File: src/hdl/bod_pkg.sv
// Package for the bounded overwrite deque: operation codes, field widths and defaults.
package bod_pkg;

  localparam int DEPTH_DEFAULT = 16;
  localparam int CAP_RESET     = 16;

  localparam int KIND_W  = 3;
  localparam int VALUE_W = 32;
  localparam int POS_W   = 4;
  localparam int CAP_W   = 5;
  localparam int COUNT_W = 5;

  localparam int IN_DATA_W  = 40;
  localparam int OUT_DATA_W = 40;

  typedef enum logic [KIND_W-1:0] {
    KIND_PUSH_FRONT = 3'd0,
    KIND_PUSH_BACK  = 3'd1,
    KIND_POP_FRONT  = 3'd2,
    KIND_POP_BACK   = 3'd3,
    KIND_READ       = 3'd4
  } kind_e;

endpackage

File: src/hdl/bounded_overwrite_deque.sv
// Bounded double-ended queue of words with overwrite on full and a capacity register.
// Two register stages: an accepted word enters the read stage, then the output register.
// Throughput: one word per cycle without back pressure; a capacity write holds the input off.
// The ring store takes one write or one read per item, and its read data is registered.
// Reset clears head pointer, count, stage valids and sets capacity to min(16, DEPTH).
// The ring store itself is not cleared; only pushed entries are ever read.
module bounded_overwrite_deque #(
  parameter int DEPTH = bod_pkg::DEPTH_DEFAULT
) (
  input  logic                           clk_i,
  input  logic                           rst_ni,
  // Capacity register write channel.
  input  logic                           cfg_valid_i,
  output logic                           cfg_ready_o,
  input  logic [bod_pkg::CAP_W-1:0]      cfg_data_i,
  // Input words.
  input  logic                           s_axis_tvalid_i,
  output logic                           s_axis_tready_o,
  // tdata: value [31:0], position [35:32], zero fill [39:36].
  input  logic [bod_pkg::IN_DATA_W-1:0]  s_axis_tdata_i,
  // tuser: kind [2:0].
  input  logic [bod_pkg::KIND_W-1:0]     s_axis_tuser_i,
  // Result words.
  output logic                           m_axis_tvalid_o,
  input  logic                           m_axis_tready_i,
  // tdata: read_data [31:0], count [36:32], error [37], zero fill [39:38].
  output logic [bod_pkg::OUT_DATA_W-1:0] m_axis_tdata_o
);

  localparam int AW       = (DEPTH > 1) ? $clog2(DEPTH) : 1;
  localparam int CNTW     = $clog2(DEPTH + 1);
  localparam int SW       = $clog2(DEPTH + 16) + 1;
  localparam int EW       = (CNTW > bod_pkg::CAP_W) ? CNTW : bod_pkg::CAP_W;
  localparam int CapReset = (bod_pkg::CAP_RESET > DEPTH) ? DEPTH : bod_pkg::CAP_RESET;
  localparam int VW       = bod_pkg::VALUE_W;
  localparam int PW       = bod_pkg::POS_W;
  localparam int OW       = bod_pkg::COUNT_W;

  // Ring position head + offset, reduced modulo DEPTH; offset never reaches 2*DEPTH where the result is used.
  function automatic logic [AW-1:0] wrap(input logic [AW-1:0] base, input logic [SW-1:0] off);
    logic [SW-1:0] sum;
    sum = SW'(base) + off;
    if (sum >= SW'(DEPTH)) begin
      sum = sum - SW'(DEPTH);
    end
    return sum[AW-1:0];
  endfunction

  logic [AW-1:0]   head_q, head_d;
  logic [CNTW-1:0] count_q, count_d;
  logic [CNTW-1:0] cap_q, cap_d;

  logic [VW-1:0] mem_q [DEPTH];
  logic [VW-1:0] rd_q;

  logic          s1_valid_q;
  logic          s1_rd_q;
  logic          s1_err_q;
  logic [OW-1:0] s1_count_q;

  logic                           m_valid_q;
  logic [bod_pkg::OUT_DATA_W-1:0] m_data_q;

  logic          in_acc, cfg_acc, s1_adv;
  logic [VW-1:0] in_value;
  logic [PW-1:0] in_pos;
  logic          wr_en, rd_en, err;
  logic [AW-1:0] wr_addr, rd_addr;
  logic [OW-1:0] count_out;
  logic [CNTW+OW-1:0] count_ext;
  logic [EW-1:0] cfg_ext, cfg_sat;
  logic [CNTW-1:0] count_clamp;

  assign in_value = s_axis_tdata_i[VW-1:0];
  assign in_pos   = s_axis_tdata_i[VW+PW-1:VW];

  assign in_acc          = s_axis_tvalid_i && s_axis_tready_o;
  assign s1_adv          = s1_valid_q && (!m_valid_q || m_axis_tready_i);
  // A capacity write takes the cycle, so no word is taken alongside it.
  assign s_axis_tready_o = (!s1_valid_q || s1_adv) && !cfg_valid_i;
  assign cfg_ready_o     = 1'b1;
  assign cfg_acc         = cfg_valid_i && cfg_ready_o;

  always_comb begin
    head_d  = head_q;
    count_d = count_q;
    wr_en   = 1'b0;
    wr_addr = wrap(head_q, SW'(count_q));
    rd_en   = 1'b0;
    rd_addr = wrap(head_q, SW'(in_pos));
    err     = 1'b0;
    case (bod_pkg::kind_e'(s_axis_tuser_i))
      bod_pkg::KIND_PUSH_FRONT: begin
        head_d  = (head_q == '0) ? AW'(DEPTH - 1) : head_q - AW'(1);
        wr_en   = 1'b1;
        wr_addr = head_d;
        if (count_q < cap_q) begin
          count_d = count_q + CNTW'(1);
        end
      end
      bod_pkg::KIND_PUSH_BACK: begin
        wr_en = 1'b1;
        if (count_q < cap_q) begin
          count_d = count_q + CNTW'(1);
        end else begin
          // Full: the front entry falls off.
          head_d = wrap(head_q, SW'(1));
        end
      end
      bod_pkg::KIND_POP_FRONT: begin
        if (count_q == '0) begin
          err = 1'b1;
        end else begin
          head_d  = wrap(head_q, SW'(1));
          count_d = count_q - CNTW'(1);
        end
      end
      bod_pkg::KIND_POP_BACK: begin
        if (count_q == '0) begin
          err = 1'b1;
        end else begin
          count_d = count_q - CNTW'(1);
        end
      end
      bod_pkg::KIND_READ: begin
        if (SW'(in_pos) < SW'(count_q)) begin
          rd_en = 1'b1;
        end else begin
          err = 1'b1;
        end
      end
      default: begin
      end
    endcase
  end

  assign count_ext = {{OW{1'b0}}, count_d};
  assign count_out = count_ext[OW-1:0];

  // Capacity write saturates to the range one to DEPTH.
  always_comb begin
    cfg_ext = EW'(cfg_data_i);
    cfg_sat = cfg_ext;
    if (cfg_ext == '0) begin
      cfg_sat = EW'(1);
    end else if (cfg_ext > EW'(DEPTH)) begin
      cfg_sat = EW'(DEPTH);
    end
    cap_d       = cfg_sat[CNTW-1:0];
    count_clamp = (count_q > cap_d) ? cap_d : count_q;
  end

  always_ff @(posedge clk_i or negedge rst_ni) begin
    if (!rst_ni) begin
      head_q  <= '0;
      count_q <= '0;
      cap_q   <= CNTW'(CapReset);
    end else if (cfg_acc) begin
      cap_q   <= cap_d;
      count_q <= count_clamp;
    end else if (in_acc) begin
      head_q  <= head_d;
      count_q <= count_d;
    end
  end

  always_ff @(posedge clk_i) begin
    if (in_acc && wr_en) begin
      mem_q[wr_addr] <= in_value;
    end
    if (in_acc && rd_en) begin
      rd_q <= mem_q[rd_addr];
    end
  end

  always_ff @(posedge clk_i or negedge rst_ni) begin
    if (!rst_ni) begin
      s1_valid_q <= 1'b0;
    end else if (in_acc) begin
      s1_valid_q <= 1'b1;
    end else if (s1_adv) begin
      s1_valid_q <= 1'b0;
    end
  end

  always_ff @(posedge clk_i) begin
    if (in_acc) begin
      s1_rd_q    <= rd_en;
      s1_err_q   <= err;
      s1_count_q <= count_out;
    end
  end

  always_ff @(posedge clk_i or negedge rst_ni) begin
    if (!rst_ni) begin
      m_valid_q <= 1'b0;
    end else if (s1_adv) begin
      m_valid_q <= 1'b1;
    end else if (m_axis_tready_i) begin
      m_valid_q <= 1'b0;
    end
  end

  always_ff @(posedge clk_i) begin
    if (s1_adv) begin
      m_data_q <= {2'b00, s1_err_q, s1_count_q, (s1_rd_q ? rd_q : {VW{1'b0}})};
    end
  end

  assign m_axis_tvalid_o = m_valid_q;
  assign m_axis_tdata_o  = m_data_q;

  a_count_in_cap : assert property (@(posedge clk_i) disable iff (!rst_ni)
    count_q <= cap_q)
    else $error("entry count exceeds capacity");

  a_cap_range : assert property (@(posedge clk_i) disable iff (!rst_ni)
    (cap_q != '0) && (cap_q <= CNTW'(DEPTH)))
    else $error("capacity outside one to DEPTH");

  a_accept_fills_stage : assert property (@(posedge clk_i) disable iff (!rst_ni)
    in_acc |=> s1_valid_q)
    else $error("accepted word did not reach the read stage");

  a_error_zero_data : assert property (@(posedge clk_i) disable iff (!rst_ni)
    (m_valid_q && m_data_q[VW+OW]) |-> (m_data_q[VW-1:0] == '0))
    else $error("error result carries nonzero read data");

  a_stall_holds_stage : assert property (@(posedge clk_i) disable iff (!rst_ni)
    (s1_valid_q && m_valid_q && !m_axis_tready_i) |=> s1_valid_q)
    else $error("read stage dropped a word under back pressure");

endmodule

File: config.mk
export PLATFORM = sky130hd
export DESIGN_NAME = bounded_overwrite_deque
export DESIGN_NICKNAME = d
export VERILOG_FILES = /design/src/hdl/bod_pkg.sv /design/src/hdl/bounded_overwrite_deque.sv
export SDC_FILE = /design/constraint.sdc
export NUM_CORES = 1
export LEC_CHECK = 0
export ABC_CLOCK_PERIOD_IN_PS = 7400
export BUFFER_PORTS_ARGS = -buffer_cell sky130_fd_sc_hd__buf_2
export CAP_MARGIN = 15
export CELL_PAD_IN_SITES_DETAIL_PLACEMENT = 1
export CELL_PAD_IN_SITES_GLOBAL_PLACEMENT = 1
export CORE_AREA = 2 2 213 215
export DETAILED_ROUTE_END_ITERATION = 10
export DIE_AREA = 0 0 215 217
export GPL_ROUTABILITY_DRIVEN = 1
export PLACE_DENSITY_LB_ADDON = 0.1
export SLEW_MARGIN = 20
export SYNTH_ARGS = -nofsm -noshare
export SYNTH_HDL_FRONTEND = slang
export SYNTH_SLANG_ARGS = --single-unit
File: constraint.sdc
create_clock -name clk_i -period 7.4 [get_ports clk_i]
set_clock_uncertainty 0.15 [all_clocks]
set_input_delay 0.74 -clock clk_i [delete_from_list [all_inputs] [get_ports clk_i]]
set_output_delay 0.74 -clock clk_i [all_outputs]
set_load 0.01 [all_outputs]
==> results of run 1 <==
sequential cells by signal (all words and copies together), names as in the netlist:
name             count
mem_q              512
m_axis_tdata_o      38
rd_q                32
cap_q                5
count_q              5
s1_count_q           5
head_q               4
m_axis_tvalid_o      1
s1_err_q             1
s1_rd_q              1
s1_valid_q           1
Yosys cell counts (all sizes together), types with 2 or more instances:
cell type  number  area share (%)
or3             5            0.13
a211oi         34             1.1
conb            2           0.031
o21ai          15            0.31
edfxtp        589              74
nand3           7            0.15
o22ai           2           0.052
nor4            3            0.10
fa              2            0.17
xor2            3            0.11
o32ai           2            0.10
nor3           18            0.37
mux4          128              12
a2bb2oi         4            0.15
o31ai           7            0.22
a211o           2           0.073
nor2           11            0.17
xnor2           7            0.29
nand2b          5            0.13
a21oi          12            0.25
mux2            3            0.16
mux2i           6            0.27
nand2          87             1.4
ha             23             1.2
nand3b          3           0.094
and2           70             1.8
a31oi          34            0.88
and3            3           0.083
inv            19            0.30
or3b            2           0.073
a221oi          2           0.073
nor2b           3           0.078
dfrtp          15             1.6
nand4           2           0.052
o21a            4            0.12
clkbuf         22            0.34
a21o            7            0.22
buf            41             1.1
final cells by class:
cell class	count	area, um^2
clock buffers	72	1530
clock inverters	37	345
fillers	3854	17500
inverters	19	71.3
multi-input cells	534	5690
flip-flops and latches	605	18100
well taps	600	751
repair buffers	123	731
timing repair:
action,CTS,global route
endpoints found under the setup margin,0,0
hold buffers,1,0
hold endpoints to repair,15,0
buffers inserted,0,0
worst max path at each step:
stage | endpoint | startpoint | slack (ns)
CTS | rd_q[26] | head_q[1] | 3.23
finish | rd_q[26] | head_q[1] | 3.26
detailed placement | mem_q[6][9] | cfg_valid_i | 2.60
global placement | mem_q[5][9] | cfg_valid_i | 2.64
global route | rd_q[26] | head_q[1] | 3.05
floorplan | mem_q[10][0] | head_q[0] | 2.75
cell families after synthesis:
kind of cell / share of synthesized area, %
DFF: 75.3
xor gates and xnor gates: 0.396
buffers and inverters: 1.78
adders and majority gates: 1.36
AOI/OAI and AO/OA: 3.98
and+or+nand+nor: 4.77
muxes: 12.4
other: 0.0312
power groups by stage:
stage | registers [mW] | clock network, mW | logic [mW]
after floorplan | 4.14 | 0 | 2.54
after global placement | 4.18 | 0 | 3.40
after detailed placement | 4.19 | 0 | 3.48
after CTS | 4.12 | 2.98 | 3.51
after global routing | 4.13 | 3.10 | 3.77
final | 4.11 | 2.93 | 3.45
through the flow:
step,util [%],power (mW),std cells
after global placement,56.6,7.58,1880
final,60.9,10.5,1990
after global routing,60.9,11.0,1990
after detailed placement,56.7,7.67,1880
after CTS,60.9,10.6,1990
after floorplan,-,6.68,1221
placed cells by master (no fill, tap or decap), types with 6 or more instances in the layout:
cell and count:
edfxtp_1 589, mux4_2 128, buf_2 88, nand2_1 87, and2_1 69, clkbuf_16 59, a31oi_1 34, a211oi_1 32
buf_4 32, ha_1 22, inv_1 18, clkinv_2 16, dfrtp_1 15, nor3_2 13, clkbuf_1 13, a21oi_1 12
o21ai_0 11, nor2_1 11, clkinv_1 11, o31ai_1 7, a21o_1 7, nand3_1 7, bufinv_16 6
layer usage:
layer / part of all wire [%] / vias to the layer above / wire length (um) / GRT usage [%]
li1: - / 5201 / - / -
met1: 42 / 6390 / 23100 / 33.4
met2: 49 / 351 / 26700 / 39.5
met3: 5.9 / 100 / 3240 / 4.99
met4: 2.5 / 6 / 1360 / 6.92
met5: 0.068 / - / 37 / 0
==> run metrics, run 1 <==
Slew Viols, Final 0; Fmax 0.242 GHz; Worst slew margin 31.4%; Critical Path Slowest Stage Cell fa_4; share of post-route cells with drive strength above 1 26.8%; Fin Hold WS 0.269 ns; largest net degree at the start of global routing 91; Hold Path Stages 0; Antenna Nets Post-Route 0; Post-CTS Resized 0; Bufs on Longest Clock Path 3; Worst Path Buf+Inv 2; #FFs+latches synth 605; Max-Cap Viols 0; DIE HEIGHT 217 um; Post-synth ARST share 2.64%; gpl congestion 0.798; CTS sink count 605; final instance area 0.0272 mm^2; H-Tree Depth 2; root buf cell clkbuf_16; Sw Share 32.0%; Post-DP HPWL 29300 um; Hold WC Path Type reg2reg; maximum VDD drop 0.360 mV; Gate Count Post-Synth 1220; Post-synth EDFFs 589; cells on worst reg2reg path 7; final worst-path cycle share 55.9%; post-route DRC violation count 0; reg2reg setup slack 3.26 ns; Place WS 2.60 ns; total grt overflow 0; Hold EP m_axis_tdata_o[33]; Placed Instance Area 0.0253 mm^2; Layout area overhead 13.2%; I/O pin total 96; sw power 3.36 mW; Setup violations, final 0; mean routed wirelength per cell 27.4 um; GR Util All Layers 24.1%; RR Endpoint rd_q[26]; hold violation count in the final report 0; mapped cell area 0.0240 mm^2; Clk pwr share 27.9%; Clock Latency Late Sink 0.62 ns; DRT Wirelength 54400 um; Clk pin slew, worst setup/hold paths 0.06 ns; startpoint types flip-flop; fin worst setup slack 3.26 ns; leakage 8.94 nW; crit path kind reg2reg; combinational share of power 32.8%; power per cell area 386 mW/mm^2; hold path start s1_count_q[1]; ANT cells 0; sequential share of power 39.2%; Critical Path Max Stage Delay 1.30 ns; critical path arrival 4.26 ns; initial drt markers 1059; critical-path cell list inv_1 > fa_4 > buf_12 > mux4_2 > and2_1 > a211oi_1 > a31oi_1; vias in the first global route 12934; cts bufs inserted 59; Initial Util 53.8%; status completed; internal power 7.13 mW; Crit path max-delay family adder cells; initial antenna violation count 4; # port buffers 88; setup TNS 0 ns; core area 0.0447 mm^2; RSZ-0062 raised after global routing false; Netlist cell types 67; first-pass GRT wire length 82500 um; Die ar. 0.0467 mm^2; CTS tree built; reg2reg start head_q[1]; worst-path fanout max 90; Critical Path RT 7.52 ns; sequential cell area fraction in the yosys report 75.3%; crit end category flip-flop; Avg Inst Size Synth 19.7 um^2; slew of the pin with the lowest slew margin 1.03 ns; synth warn 0; DR vias 12048; die span in x 215 um; Crit path depth 7; total iterations of the first detailed-routing run 5; Main synth FF type edfxtp_1; Final Critical Period 4.14 ns; Post-layout nets 1420; row cnt 78; Vias/cell 6.05
Power figures use the tool's default switching activity.
==> run 2: changes to the inputs <==
- ABC_AREA: not set -> 1
- ABC_CLOCK_PERIOD_IN_PS: 7400 -> 3840
- CORE_AREA: 2 2 213 215 -> 2 2 222 224
- DIE_AREA: 0 0 215 217 -> 0 0 224 226
- clock period: 7.4 -> 3.84 ns (I/O delays scaled with it)
==> run 2 against run 1 <==
Net effect: core utilization shrank 1.8 points; cell count increased by 30%; cell area is 4.9% higher; routed wire length grew 17%; non-clock buffer count up 36; synthesized cell count increased by 47%; register-to-register slack worse by 2.7 ns; setup slack worse by 2.7 ns; hold slack lost 0.25 ns; critical path type unchanged; largest cell class unchanged; highest routed layer is now met4.
==> run metrics, run 2 <==
Final Critical Period 3.28 ns (-0.854 ns); GR Util All Layers 25.7% (+1.5 points); Post-synth ARST share 2.64% (unchanged); most frequent cells in the layout edfxtp_1, inv_1, nand2_1; Placed Cells 2455 (+31%); leakage 10.6 nW (+19%); worst-path fanout max 21 (-77%); startpoint types flip-flop; Post-layout nets 1998 (+41%); final core occ 59.0% (-1.8 points); reg2reg start head_q[1]; sequential cell area fraction in the yosys report 72.7% (-2.6 points); cell accounting for the most synthesized area edfxtp_1; Bufs on Longest Clock Path 3 (unchanged); core area 0.0483 mm^2 (+8.2%); mapped cell area 0.0249 mm^2 (+3.5%); Gate Count Post-Synth 1791 (+47%); Worst slew margin 49.3% (+18 points); first-pass GRT wire length 96000 um (+16%); Avg Inst Size Synth 13.9 um^2 (-29%); Synth Area in Adders 1.32% (-0.046 points); setup TNS 0 ns (unchanged); Clock Latency Late Sink 0.61 ns (about the same); crit path from head_q[1]; Critical Path RT 4.01 ns (-3.51 ns); Biggest register mem_q; Hold WC Path Type in2reg; most frequent cell after synthesis edfxtp_1; synth warn 0 (unchanged); Initial Util 51.5% (-2.3 points); die span in x 224 um (+4.2%); slew of the pin with the lowest slew margin 0.761 ns (-0.268 ns); row cnt 81 (+3.8%); CTS sink count 605 (unchanged); Synth Area in Simple Gates 4.32% (-0.45 points); area share of the largest cell type after synthesis 71.1% (-2.5 points); Fmax 0.304 GHz (+26%); post-route DRC violation count 0 (unchanged); final non-filler cell total 2591 (+30%); RSZ-0062 raised after global routing false; Layout area overhead 14.7%; maximum VDD drop 0.669 mV (+86%); Vias/cell 5.78 (-4.5%); Clk pin slew, worst setup/hold paths 0.06 ns (about the same); DIE HEIGHT 226 um (+4.1%); Post-CTS Resized 0 (unchanged); vias in the first global route 15893 (+23%); crit path kind reg2reg; Sequential Area 0.0181 mm^2 (unchanged); reg2reg setup slack 0.56 ns (-2.71 ns); crit end category flip-flop; CTS tree built; area occupied by multi-input gates 0.00564 mm^2 (-0.92%); cts bufs inserted 66 (+12%); # port buffers 88 (unchanged); RR Endpoint rd_q[16]; Antenna Nets Post-Route 0 (unchanged); largest family of logic cells by synthesized area compound AO/OA/AOI/OAI gates; gpl congestion 0.792 (-0.70%); final worst-path cycle share 85.5% (+30 points); most common cell after layout, fill and taps aside edfxtp_1; hold violation count in the final report 0 (unchanged); DRT Wirelength 63700 um (+17%); largest net degree at the start of global routing 122 (+34%); share of post-route cells with drive strength above 1 13.3% (-13 points); compound-gate portion of the synthesized area 10.6% (+6.6 points); total grt overflow 0 (unchanged); initial antenna violation count 1 (-3); initial drt markers 1125 (+6.2%); Largest register FFs 512 (unchanged); mean routed wirelength per cell 24.6 um (-10%); Synth Area in XOR/XNOR 0.528% (+0.13 points); Setup violations, final 0 (unchanged); synth cell count leaders edfxtp_1, inv_1, a21oi_1, nand2_1, o21ai_0; #FFs+latches synth 605 (unchanged); # fillers 4613 (+20%); DR vias 14976 (+24%); Fin Hold WS 0.0182 ns (-0.251 ns); I/O pin total 96 (unchanged); cells on worst reg2reg path 8 (+1); Post-DP HPWL 34500 um (+18%); top cells by area, synth edfxtp_1, mux2i_1, o211ai_1; root buf cell clkbuf_16; status completed; Die ar. 0.0506 mm^2 (+8.5%); Critical Path Sink rd_q[16]; Main synth FF type edfxtp_1; total iterations of the first detailed-routing run 7 (+2); critical path arrival 3.46 ns (-0.80 ns); power per cell area 773 mW/mm^2 (+100%); Netlist cell types 40 (-40%); Post-synth EDFFs 589 (unchanged); post-synthesis mux area share 5.15% (-7.3 points); Max-Cap Viols 0 (unchanged); H-Tree Depth 3 (+1); Slew Viols, Final 0 (unchanged)
==> run 2: cell count changes after synthesis, sizes merged, moves of 35 or more <==
cell,delta
and2,-69
a21oi,+133
mux2i,+122
o21ai,+154
o211ai,+127
inv,+189
nand2,+58
mux4,-128
nand3,+50
nor2,+35
==> run 2: worst min-delay path by stage <==
stage / to / cells past startpoint / from
2_1_floorplan: cap_q[0] / 0 / rst_ni
3_3_place_gp: s1_valid_q / 1 / rst_ni
3_5_place_dp: s1_valid_q / 1 / rst_ni
4_1_cts: mem_q[8][17] / 1 / s_axis_tdata_i[17]
5_1_grt: mem_q[13][4] / 1 / s_axis_tdata_i[4]
6_report: mem_q[11][18] / 1 / s_axis_tdata_i[18]
==> run 2: cell type report <==
cell class,instances,area share [%]
Sequential cell,605,63.4
Multi-Input combinational cell,880,19.8
Clock buffer,80,6.04
Timing Repair Buffer,159,4.19
Inverter,208,2.74
Tap cell,622,2.73
Clock inverter,36,1.16
Antenna cell,1,0.00877
==> run 2: what timing repair did <==
item | in CTS | in global routing
hold endpoints to repair | 210 | 0
hold buffers | 19 | 0
buffers inserted | 0 | 0
==> run 2: cell families after synthesis <==
kind of cell | after synthesis
xor gates and xnor gates | 12
adders and majority gates | 25
AOI/OAI and AO/OA | 454
other | 2
DFF | 605
buffers and inverters | 307
and+or+nand+nor | 258
muxes | 128
==> run 2: where the power goes <==
part	internal (mW)	total, mW	switching (mW)
Combinational	2.69	8.02	5.33
Clock	3.55	6.14	2.59
Sequential	7.74	7.92	0.173
==> run 2: critical path, cell delays in order, from the launching register on <==
cell      delay [ns]
dfrtp_1         0.55
inv_1           0.19
fa_4            1.11
buf_4           0.37
a21oi_1         0.10
o21ai_0         0.17
o211ai_1        0.19
nand2_1         0.10
o21ai_1         0.06
==> run 2: stage by stage <==
stage	instance area, um^2	setup slack [ns]	total power, mW
2_1_floorplan	24900	0.373	13.5
3_3_place_gp	26300	0.707	15.7
3_5_place_dp	26300	0.618	16.0
4_1_cts	28500	0.541	22.3
5_1_grt	28500	0.375	23.3
6_report	28500	0.556	22.1
==> run 2: layer usage <==
metal  global-route usage (%)  part of all wire [%]  vias up
li1                         -                     -     6819
met1                     33.1                    42     7705
met2                     44.7                    51      338
met3                     3.81                   4.5      114
met4                     8.75                   2.6        0
met5                        0                     0        -
